<file path="src/hdl/fem_pkg.sv">
// shared types and constants for the flash envelope mixer
package fem_pkg;

  localparam int SLOTS_DEF = 8;
  localparam int CH_W      = 8;
  localparam int DUR_W     = 16;
  localparam int TMR_W     = 18;
  localparam int CNT_OUT_W = 4;
  localparam int DVD_W     = DUR_W + CH_W;
  localparam int QSTEPS    = CH_W;

  localparam logic CMD_ADD  = 1'b0;
  localparam logic CMD_TICK = 1'b1;

  typedef struct packed {
    logic             cmd;
    logic [CH_W-1:0]  red_in;
    logic [CH_W-1:0]  green_in;
    logic [CH_W-1:0]  blue_in;
    logic [CH_W-1:0]  alpha_in;
    logic [DUR_W-1:0] attack_ticks;
    logic [DUR_W-1:0] hold_ticks;
    logic [DUR_W-1:0] release_ticks;
    logic [DUR_W-1:0] frame_ticks;
  } fem_req_t;

  typedef struct packed {
    logic [CH_W-1:0]      mix_red;
    logic [CH_W-1:0]      mix_green;
    logic [CH_W-1:0]      mix_blue;
    logic [CH_W-1:0]      mix_alpha;
    logic [CNT_OUT_W-1:0] active_count;
    logic                 add_dropped;
  } fem_res_t;

  // one stored flash; colour[0] is red, colour[3] is alpha
  typedef struct packed {
    logic [TMR_W-1:0]      timer;
    logic [DUR_W-1:0]      rls;
    logic [DUR_W-1:0]      hld;
    logic [DUR_W-1:0]      atk;
    logic [3:0][CH_W-1:0]  colour;
  } fem_slot_t;

  typedef struct packed {
    logic capture;
    logic add_wr;
    logic rd_en;
    logic load;
    logic env;
    logic mul;
    logic step;
    logic acc;
    logic avg_load;
    logic avg_end;
    logic emit;
  } fem_cmd_t;

  typedef struct packed {
    logic live_cur;
    logic expired;
  } fem_sts_t;

endpackage

</file>
<file path="src/hdl/fem_ram.sv">
// generic single write port ram with registered read
module fem_ram #(
  parameter int W = 8,
  parameter int D = 8
) (
  input  logic                            clk,
  input  logic                            we,
  input  logic [(D > 1 ? $clog2(D) : 1)-1:0] waddr,
  input  logic [W-1:0]                    wdata,
  input  logic                            re,
  input  logic [(D > 1 ? $clog2(D) : 1)-1:0] raddr,
  output logic [W-1:0]                    rdata
);

  logic [W-1:0] mem [D];
  logic [W-1:0] rdata_r;

  always_ff @(posedge clk) begin
    if (we) begin
      mem[waddr] <= wdata;
    end
    if (re) begin
      rdata_r <= mem[raddr];
    end
  end

  assign rdata = rdata_r;

endmodule

</file>
<file path="src/hdl/fem_div.sv">
// restoring divider, one quotient bit per step, quotient known to fit 8 bits
module fem_div
  import fem_pkg::*;
(
  input  logic             clk,
  input  logic             load,
  input  logic             step,
  input  logic [DVD_W-1:0] dvd,
  input  logic [DUR_W-1:0] den,
  output logic [CH_W-1:0]  quo
);

  logic [DUR_W-1:0] rem_r, rem_nxt;
  logic [CH_W-1:0]  low_r;
  logic [CH_W-1:0]  q_r;
  logic [DUR_W-1:0] den_r;
  logic [DUR_W:0]   trial;
  logic             qbit;

  always_comb begin
    trial = {rem_r, low_r[CH_W-1]};
    qbit  = (trial >= {1'b0, den_r});
    rem_nxt = qbit ? DUR_W'(trial - {1'b0, den_r}) : trial[DUR_W-1:0];
  end

  always_ff @(posedge clk) begin
    if (load) begin
      rem_r <= dvd[DVD_W-1:CH_W];
      low_r <= dvd[CH_W-1:0];
      den_r <= den;
      q_r   <= '0;
    end else if (step) begin
      rem_r <= rem_nxt;
      low_r <= {low_r[CH_W-2:0], 1'b0};
      q_r   <= {q_r[CH_W-2:0], qbit};
    end
  end

  assign quo = q_r;

endmodule

</file>
<file path="src/hdl/fem_datapath.sv">
// slot store, envelope arithmetic, dividers and mix registers
module fem_datapath
  import fem_pkg::*;
#(
  parameter int SLOTS = SLOTS_DEF
) (
  input  logic                                    clk,
  input  logic                                    rst_n,
  input  fem_req_t                                in_req,
  input  logic [(SLOTS > 1 ? $clog2(SLOTS) : 1)-1:0] idx,
  input  fem_cmd_t                                cmd,
  output fem_sts_t                                sts,
  output logic                                    out_valid,
  output fem_res_t                                out_res
);

  localparam int IDX_W = SLOTS > 1 ? $clog2(SLOTS) : 1;
  localparam int CNT_W = $clog2(SLOTS + 1);
  localparam int SUM_W = CH_W + CNT_W;

  fem_req_t              req_r;
  logic [SLOTS-1:0]      live_r;
  logic [CNT_W-1:0]      cnt_r;
  logic                  dropped_r;
  logic [3:0][CH_W-1:0]  mix_r;
  logic [TMR_W-1:0]      t_r;
  logic [DUR_W-1:0]      d1_r;
  logic [DUR_W:0]        d2_r;
  logic [TMR_W-1:0]      d3_r;
  logic [DUR_W-1:0]      rls_r;
  fem_slot_t             rec_r;
  logic [DUR_W-1:0]      num_r, num_nxt;
  logic [DUR_W-1:0]      den_r, den_nxt;
  logic [3:0][SUM_W-1:0] sum_r;
  fem_res_t              out_r;
  logic                  valid_r;

  logic [IDX_W-1:0]      free_idx;
  logic                  full;
  logic                  we;
  logic [IDX_W-1:0]      waddr;
  fem_slot_t             wdata, rdata, add_rec;
  logic [DUR_W:0]        d2_ld;
  logic [3:0][CH_W-1:0]  quo;
  logic [7:0]            cnt8;

  // lowest free slot
  always_comb begin
    free_idx = '0;
    full     = 1'b1;
    for (int i = SLOTS - 1; i >= 0; i--) begin
      if (!live_r[i]) begin
        free_idx = IDX_W'(i);
        full     = 1'b0;
      end
    end
  end

  always_comb begin
    add_rec.timer     = '0;
    add_rec.rls       = req_r.release_ticks;
    add_rec.hld       = req_r.hold_ticks;
    add_rec.atk       = req_r.attack_ticks;
    add_rec.colour[0] = req_r.red_in;
    add_rec.colour[1] = req_r.green_in;
    add_rec.colour[2] = req_r.blue_in;
    add_rec.colour[3] = req_r.alpha_in;
  end

  always_comb begin
    we    = (cmd.add_wr && !full) || cmd.env;
    waddr = cmd.add_wr ? free_idx : idx;
    wdata = rec_r;
    wdata.timer = t_r;
    if (cmd.add_wr) begin
      wdata = add_rec;
    end
  end

  fem_ram #(
    .W ($bits(fem_slot_t)),
    .D (SLOTS)
  ) u_ram (
    .clk   (clk),
    .we    (we),
    .waddr (waddr),
    .wdata (wdata),
    .re    (cmd.rd_en),
    .raddr (idx),
    .rdata (rdata)
  );

  assign d2_ld = {1'b0, rdata.atk} + {1'b0, rdata.hld};

  // envelope fraction
  always_comb begin
    num_nxt = DUR_W'(1);
    den_nxt = DUR_W'(1);
    if (t_r <= TMR_W'(d1_r)) begin
      if (d1_r != '0) begin
        num_nxt = t_r[DUR_W-1:0];
        den_nxt = d1_r;
      end
    end else if (t_r <= TMR_W'(d2_r)) begin
      num_nxt = DUR_W'(1);
    end else if (rls_r == '0) begin
      num_nxt = '0;
    end else begin
      num_nxt = DUR_W'(d3_r - t_r);
      den_nxt = rls_r;
    end
  end

  assign sts.live_cur = live_r[idx];
  assign sts.expired  = (t_r >= d3_r);

  always_ff @(posedge clk) begin
    if (cmd.capture) begin
      req_r <= in_req;
    end
    if (cmd.load) begin
      t_r   <= TMR_W'(rdata.timer + TMR_W'(req_r.frame_ticks));
      d1_r  <= rdata.atk;
      d2_r  <= d2_ld;
      d3_r  <= TMR_W'(d2_ld) + TMR_W'(rdata.rls);
      rls_r <= rdata.rls;
      rec_r <= rdata;
    end
    if (cmd.env) begin
      num_r <= num_nxt;
      den_r <= den_nxt;
    end
  end

  genvar c;
  generate
    for (c = 0; c < 4; c++) begin : g_ch
      logic [DVD_W-1:0] dvd;
      logic [DUR_W-1:0] den;

      assign dvd = cmd.avg_load ? DVD_W'(sum_r[c]) : DVD_W'(rec_r.colour[c] * num_r);
      assign den = cmd.avg_load ? DUR_W'(cnt_r) : den_r;

      fem_div u_div (
        .clk  (clk),
        .load (cmd.mul || cmd.avg_load),
        .step (cmd.step),
        .dvd  (dvd),
        .den  (den),
        .quo  (quo[c])
      );

      always_ff @(posedge clk) begin
        if (cmd.capture) begin
          sum_r[c] <= '0;
        end else if (cmd.acc) begin
          sum_r[c] <= sum_r[c] + SUM_W'(quo[c]);
        end
      end
    end
  endgenerate

  assign cnt8 = 8'(cnt_r);

  always_ff @(posedge clk) begin
    if (!rst_n) begin
      live_r    <= '0;
      cnt_r     <= '0;
      mix_r     <= '0;
      dropped_r <= 1'b0;
      valid_r   <= 1'b0;
    end else begin
      valid_r <= cmd.emit;
      if (cmd.capture) begin
        dropped_r <= 1'b0;
      end
      if (cmd.add_wr) begin
        dropped_r <= full;
        if (!full) begin
          live_r[free_idx] <= 1'b1;
          cnt_r            <= cnt_r + CNT_W'(1);
        end
      end
      if (cmd.env && sts.expired) begin
        live_r[idx] <= 1'b0;
        cnt_r       <= cnt_r - CNT_W'(1);
      end
      if (cmd.avg_end) begin
        mix_r <= (cnt_r == '0) ? '0 : quo;
      end
    end
  end

  always_ff @(posedge clk) begin
    if (cmd.emit) begin
      out_r.mix_red      <= mix_r[0];
      out_r.mix_green    <= mix_r[1];
      out_r.mix_blue     <= mix_r[2];
      out_r.mix_alpha    <= mix_r[3];
      out_r.active_count <= (cnt8 > 8'd15) ? 4'hF : cnt8[CNT_OUT_W-1:0];
      out_r.add_dropped  <= dropped_r;
    end
  end

  assign out_valid = valid_r;
  assign out_res   = out_r;

endmodule

</file>
<file path="src/hdl/fem_ctrl.sv">
// sequencer for add and tick requests
module fem_ctrl
  import fem_pkg::*;
#(
  parameter int SLOTS = SLOTS_DEF
) (
  input  logic                                    clk,
  input  logic                                    rst_n,
  input  logic                                    start,
  input  logic                                    req_cmd,
  input  fem_sts_t                                sts,
  output logic                                    busy,
  output logic [(SLOTS > 1 ? $clog2(SLOTS) : 1)-1:0] idx,
  output fem_cmd_t                                cmd
);

  localparam int IDX_W = SLOTS > 1 ? $clog2(SLOTS) : 1;
  localparam int STP_W = $clog2(QSTEPS);
  localparam logic [IDX_W-1:0] LAST_IDX = IDX_W'(SLOTS - 1);

  typedef enum logic [3:0] {
    S_IDLE, S_ADD, S_SCAN, S_LOAD, S_ENV, S_MUL, S_DIV, S_ACC,
    S_AVG_LOAD, S_AVG_DIV, S_AVG_END, S_DONE
  } state_t;

  state_t           state_r, state_nxt;
  logic [IDX_W-1:0] idx_r, idx_nxt;
  logic [STP_W-1:0] stp_r, stp_nxt;
  logic             last;

  assign last = (idx_r == LAST_IDX);

  always_comb begin
    state_nxt = state_r;
    idx_nxt   = idx_r;
    stp_nxt   = stp_r;
    cmd       = '0;
    case (state_r)
      S_IDLE: begin
        if (start) begin
          cmd.capture = 1'b1;
          idx_nxt     = '0;
          state_nxt   = (req_cmd == CMD_ADD) ? S_ADD : S_SCAN;
        end
      end
      S_ADD: begin
        cmd.add_wr = 1'b1;
        state_nxt  = S_DONE;
      end
      S_SCAN: begin
        if (sts.live_cur) begin
          cmd.rd_en = 1'b1;
          state_nxt = S_LOAD;
        end else if (last) begin
          state_nxt = S_AVG_LOAD;
        end else begin
          idx_nxt = idx_r + IDX_W'(1);
        end
      end
      S_LOAD: begin
        cmd.load  = 1'b1;
        state_nxt = S_ENV;
      end
      S_ENV: begin
        cmd.env = 1'b1;
        if (!sts.expired) begin
          state_nxt = S_MUL;
        end else if (last) begin
          state_nxt = S_AVG_LOAD;
        end else begin
          idx_nxt   = idx_r + IDX_W'(1);
          state_nxt = S_SCAN;
        end
      end
      S_MUL: begin
        cmd.mul   = 1'b1;
        stp_nxt   = '0;
        state_nxt = S_DIV;
      end
      S_DIV: begin
        cmd.step = 1'b1;
        stp_nxt  = stp_r + STP_W'(1);
        if (stp_r == STP_W'(QSTEPS - 1)) begin
          state_nxt = S_ACC;
        end
      end
      S_ACC: begin
        cmd.acc = 1'b1;
        if (last) begin
          state_nxt = S_AVG_LOAD;
        end else begin
          idx_nxt   = idx_r + IDX_W'(1);
          state_nxt = S_SCAN;
        end
      end
      S_AVG_LOAD: begin
        cmd.avg_load = 1'b1;
        stp_nxt      = '0;
        state_nxt    = S_AVG_DIV;
      end
      S_AVG_DIV: begin
        cmd.step = 1'b1;
        stp_nxt  = stp_r + STP_W'(1);
        if (stp_r == STP_W'(QSTEPS - 1)) begin
          state_nxt = S_AVG_END;
        end
      end
      S_AVG_END: begin
        cmd.avg_end = 1'b1;
        state_nxt   = S_DONE;
      end
      S_DONE: begin
        cmd.emit  = 1'b1;
        state_nxt = S_IDLE;
      end
      default: begin
        state_nxt = S_IDLE;
      end
    endcase
  end

  always_ff @(posedge clk) begin
    if (!rst_n) begin
      state_r <= S_IDLE;
      idx_r   <= '0;
      stp_r   <= '0;
    end else begin
      state_r <= state_nxt;
      idx_r   <= idx_nxt;
      stp_r   <= stp_nxt;
    end
  end

  assign busy = (state_r != S_IDLE);
  assign idx  = idx_r;

endmodule

</file>
<file path="src/hdl/flash_envelope_mixer_top.sv">
// top level of the flash envelope mixer: controller plus datapath
//
// usage
//   a request is taken on a rising edge with start high and busy low; in_req
//   carries the command bit and the add or tick fields
//   an add request stores the flash in the lowest free slot, or flags
//   add_dropped when every slot is live
//   a tick request walks the slots one at a time, advancing each live timer,
//   freeing finished flashes and scaling each colour by the envelope, then
//   averages the scaled colours over the flashes still live
//   exactly one result per request: out_valid is high for one cycle with the
//   result on out_res; the receiver cannot stall, so nothing waits
//   the four colour channels are divided side by side by 8 step serial
//   dividers, one quotient bit per cycle
//   busy stays high until the result register is loaded
//   reset (synchronous, active low) frees every slot and clears the mix;
//   slot contents are left as they are and are only read for live slots
module flash_envelope_mixer_top
  import fem_pkg::*;
#(
  parameter int SLOTS = SLOTS_DEF
) (
  input  logic     clk,
  input  logic     rst_n,
  input  logic     start,
  output logic     busy,
  input  fem_req_t in_req,
  output logic     out_valid,
  output fem_res_t out_res
);

  localparam int IDX_W = SLOTS > 1 ? $clog2(SLOTS) : 1;

  // command and status between sequencer and datapath
  fem_cmd_t         cmd;
  fem_sts_t         sts;
  logic [IDX_W-1:0] idx;

  fem_ctrl #(
    .SLOTS (SLOTS)
  ) u_ctrl (
    .clk     (clk),
    .rst_n   (rst_n),
    .start   (start),
    .req_cmd (in_req.cmd),
    .sts     (sts),
    .busy    (busy),
    .idx     (idx),
    .cmd     (cmd)
  );

  fem_datapath #(
    .SLOTS (SLOTS)
  ) u_dp (
    .clk       (clk),
    .rst_n     (rst_n),
    .in_req    (in_req),
    .idx       (idx),
    .cmd       (cmd),
    .sts       (sts),
    .out_valid (out_valid),
    .out_res   (out_res)
  );

endmodule

</file>
<file path="config.mk">
export PLATFORM = sky130hd
export DESIGN_NAME = flash_envelope_mixer_top
export DESIGN_NICKNAME = d
export VERILOG_FILES = /design/src/hdl/fem_pkg.sv /design/src/hdl/fem_ram.sv /design/src/hdl/fem_div.sv /design/src/hdl/fem_datapath.sv /design/src/hdl/fem_ctrl.sv /design/src/hdl/flash_envelope_mixer_top.sv
export SDC_FILE = /design/constraint.sdc
export NUM_CORES = 2
export LEC_CHECK = 0
export BUFFER_PORTS_ARGS = -buffer_cell sky130_fd_sc_hd__clkbuf_2
export CAP_MARGIN = 20
export CORE_MARGIN = 2
export CORE_UTILIZATION = 40
export DETAILED_ROUTE_END_ITERATION = 12
export PLACE_DENSITY = 0.63
export SYNTH_ARGS = -nofsm -noshare
export SYNTH_HDL_FRONTEND = slang
export SYNTH_SLANG_ARGS = --single-unit
</file>
<file path="constraint.sdc">
create_clock -name clk -period 24.2 [get_ports clk]
set_input_delay 1.21 -clock clk [delete_from_list [all_inputs] [get_ports clk]]
set_output_delay 1.21 -clock clk [all_outputs]
set_load 0.01 [all_outputs]
</file>
==> results.cfg <==
[yosys]
ys_types = 85
synthTopCellsByArea = edfxtp_1 51%, fa_1 9.2%, ha_1 6.5%
yosys.area.top_type = edfxtp_1
synthTopCellsByCount = 1292 x edfxtp_1, 570 x inv_1, 494 x nand2_1
synth_top_area_share_pct = 51.16
ys_ff_latch = 1428
syn-num-nets = 6991
ys.flop_type = edfxtp_1
yosysMostFrequentCell = edfxtp_1
async_reset_ff_share_pct = 0
syn_inst = 6150
synth_edf_count = 1292
syn-mean-instance-area_sq_um = 12.33
syn_area_sq_um = 75840
synth_seq_area_share_pct = 54.75
yosysWarnings = 0

[power_and_ir_drop]
power_density_nw_per_um2 = 107.0
max-vdd-ir-drop_mv = 0.07760
p_leak_nw = 32.28

[sta]
grt_setup_unrepaired = false
tns_ns = 0
worst_clock_skew_ns = 0.03537
slew_headroom_pct = 17.63
finalCritPeriodShare_pct = 23.32
fmax_mhz = 177.2
fin_ws_ns = 18.56
setup_violations = 0
period_minus_slack_ns = 5.643
hold_viol_final = 0
drv_slew = 0
max_slew.worst_pin.slew_ns = 1.236

[place]
portBuffers = 138
dpl.hpwl_um = 135700
dpl_cell_area_sq_um = 79420
preCtsSetupSlack_ns = 18.55
gp_congestion = 0.9055

[die]
die-area_sq_um = 193100
die_y_um = 439.4
die_x_um = 439.4
core_sq_um = 188000
ios = 139
rows = 159
initial_utilization_pct = 40.34

[critical_path]
critPathCaptureType = flop
start_kind = flop
crit_chain = and2_1 -> fa_1 -> fa_1 -> fa_1 -> inv_1 -> fa_1 -> inv_1 -> ha_1 -> a21o_1 -> a21oi_2 -> or4b_2 -> a21o_1 -> a31oi_1 -> a21oi_1 -> xnor2_1 -> a22o_1
critPathArrivalTime_ns = 6.17
cpMostUsedCell = fa_1
cp.required_ns = 24.73
cp_slowest_cell = edfxtp_1
critical_path_class = flop to flop
slowest_delay_ns = 0.66
path_max_fanout = 17

[cts]
root_buffer = clkbuf_16
cts_tree = built
post-cts-setup-buffers = 0
cts_inserted_buffers = 152
cts_buffer_depth = 3
cts_htree_levels = 4
cts_resized = 0
clk_latency_ns = 0.81
clock-sinks = 1428
clk_pin_slew_ns = 0.06
hold_buffers = 0

[finish]
nFillCells = 16969
layout-drive-gt1-share_pct = 7.947
fin_nets = 7089
multi_input_area_sq_um = 31310
ff_latch_area_sq_um = 41520
finalInstanceArea_sq_um = 84450
diodes = 0
area_growth_pct = 11.36

[grt]
grt_max_degree = 134
grt_pass1_vias = 50060
antenna_found_initial = 2
track_usage_pct = 21.12
grt_pass1_wl_um = 310100
overflow = 0

[route]
dr.pass1.iters = 6
routed_wl_um = 204800
ant_nets = 0
vias = 49211
avgRoutedWirePerCell_um = 23.11
drt_iter0_drc = 4377
viasPerCell = 5.553
route.detailed.drc = 0

[hold_path]
min_path_type = flop to flop

[job]
drv_cap = 0

[run_status]
outcome = completed
metrics by stage:
step                      utilization [%]  total power (W)  std cells  hold WS [ns]
after floorplan                         -         0.005695       6150        0.4003
after global placement              42.22         0.006632       8586        0.4019
after detailed placement            42.24         0.006695       8588        0.4045
after CTS                           44.91         0.009054       8861        0.4119
after global routing                44.92         0.009541       8862        0.4198
final                               44.92         0.009038       8862        0.4185
logic make-up (layout without fill, tap and decap cells):
kind of cell             count (synthesis)  count (layout)  share of synthesized area (%)
AND/OR/NAND/NOR                       1626            1626                          10.87
adder cells (fa/ha/maj)                741             741                          15.68
XOR/XNOR                               177             177                          2.044
multiplexers                            69              69                         0.9585
AO/OA/AOI/OAI                         1267            1267                          11.50
flip-flops                            1428            1428                          54.75
buffers and inverters                  842            1059                          4.195
cell usage in the layout, fill, tap and decap left out, types with 29 or more instances in the layout:
master / count
xnor2_1: 124
edfxtp_1: 1292
mux2i_1: 58
a21oi_1: 222
ha_1: 392
clkbuf_2: 138
nor2b_1: 34
fa_1: 349
nor3_1: 67
nand2_1: 491
and2_1: 446
xor2_1: 53
nor2_1: 249
o21ai_0: 143
dfxtp_1: 136
o21a_1: 44
inv_1: 568
a22oi_1: 427
clkbuf_16: 158
nand4_1: 122
a22o_1: 51
a21o_1: 88
nand2b_1: 29
o22ai_1: 80
buf_4: 72
nand3_1: 44
clkbuf_1: 33
registers in the layout, indices dropped and copies added, names as in the netlist, 32 cells and up:
| name | cells |
|---|---|
| u_dp.u_ram.rdata | 98 |
| u_dp.rec_r | 48 |
| u_dp.add_rec | 80 |
| u_dp.u_ram.mem | 784 |
| u_dp.g_ch.u_div.low_r | 32 |
| u_dp.g_ch.u_div.rem_r | 64 |
| u_dp.out_res | 37 |
| u_dp.sum_r | 48 |
| u_dp.g_ch.u_div.quo | 32 |
| u_dp.mix_r | 32 |
worst max-delay path, delay by kind of cell, from the launching register on:
family	cells	cell delay, ns
compound gates	6	1.30
buf+inv	2	0.09
xor+xnor	1	0.15
simple gates	2	0.89
fa+ha+maj	5	2.31
flops	1	0.66
final timing paths:
kind | from | endpoint | slack (ns) | depth (start not counted)
max | u_dp.rec_r[10] | u_dp.g_ch[1].u_div.rem_r[15] | 18.56 | 16
max reg2reg | u_dp.rec_r[10] | u_dp.g_ch[1].u_div.rem_r[15] | 18.56 | 16
min reg2reg | u_dp.u_ram.rdata[17] | u_dp.rec_r[17] | 0.42 | 0
min | u_dp.u_ram.rdata[17] | u_dp.rec_r[17] | 0.42 | 0
per-layer routing:
metal | vias to the layer above | global-route usage (%) | share of wire, %
met4 | 2 | 7.405 | 3.2
met1 | 24793 | 27.76 | 42
met3 | 315 | 3.417 | 6.4
li1 | 22435 | - | -
met2 | 1666 | 35.33 | 48
met5 | - | 0 | 0.0059
layout make-up:
type / count / share of cell area [%]
clock inverters: 80 / 1.077
inverters: 571 / 2.547
multi-input cells: 3880 / 37.07
repair buffers: 215 / 1.585
clock buffers: 193 / 4.861
flip-flops and latches: 1428 / 49.16
well taps: 2495 / 3.696
report_power, final:
group          internal, W  switching, W
registers          0.00319      0.000143
logic              0.00124       0.00212
clock network      0.00136      0.000990
total              0.00579       0.00325
No activity file was read; power rests on OpenSTA's default activity.
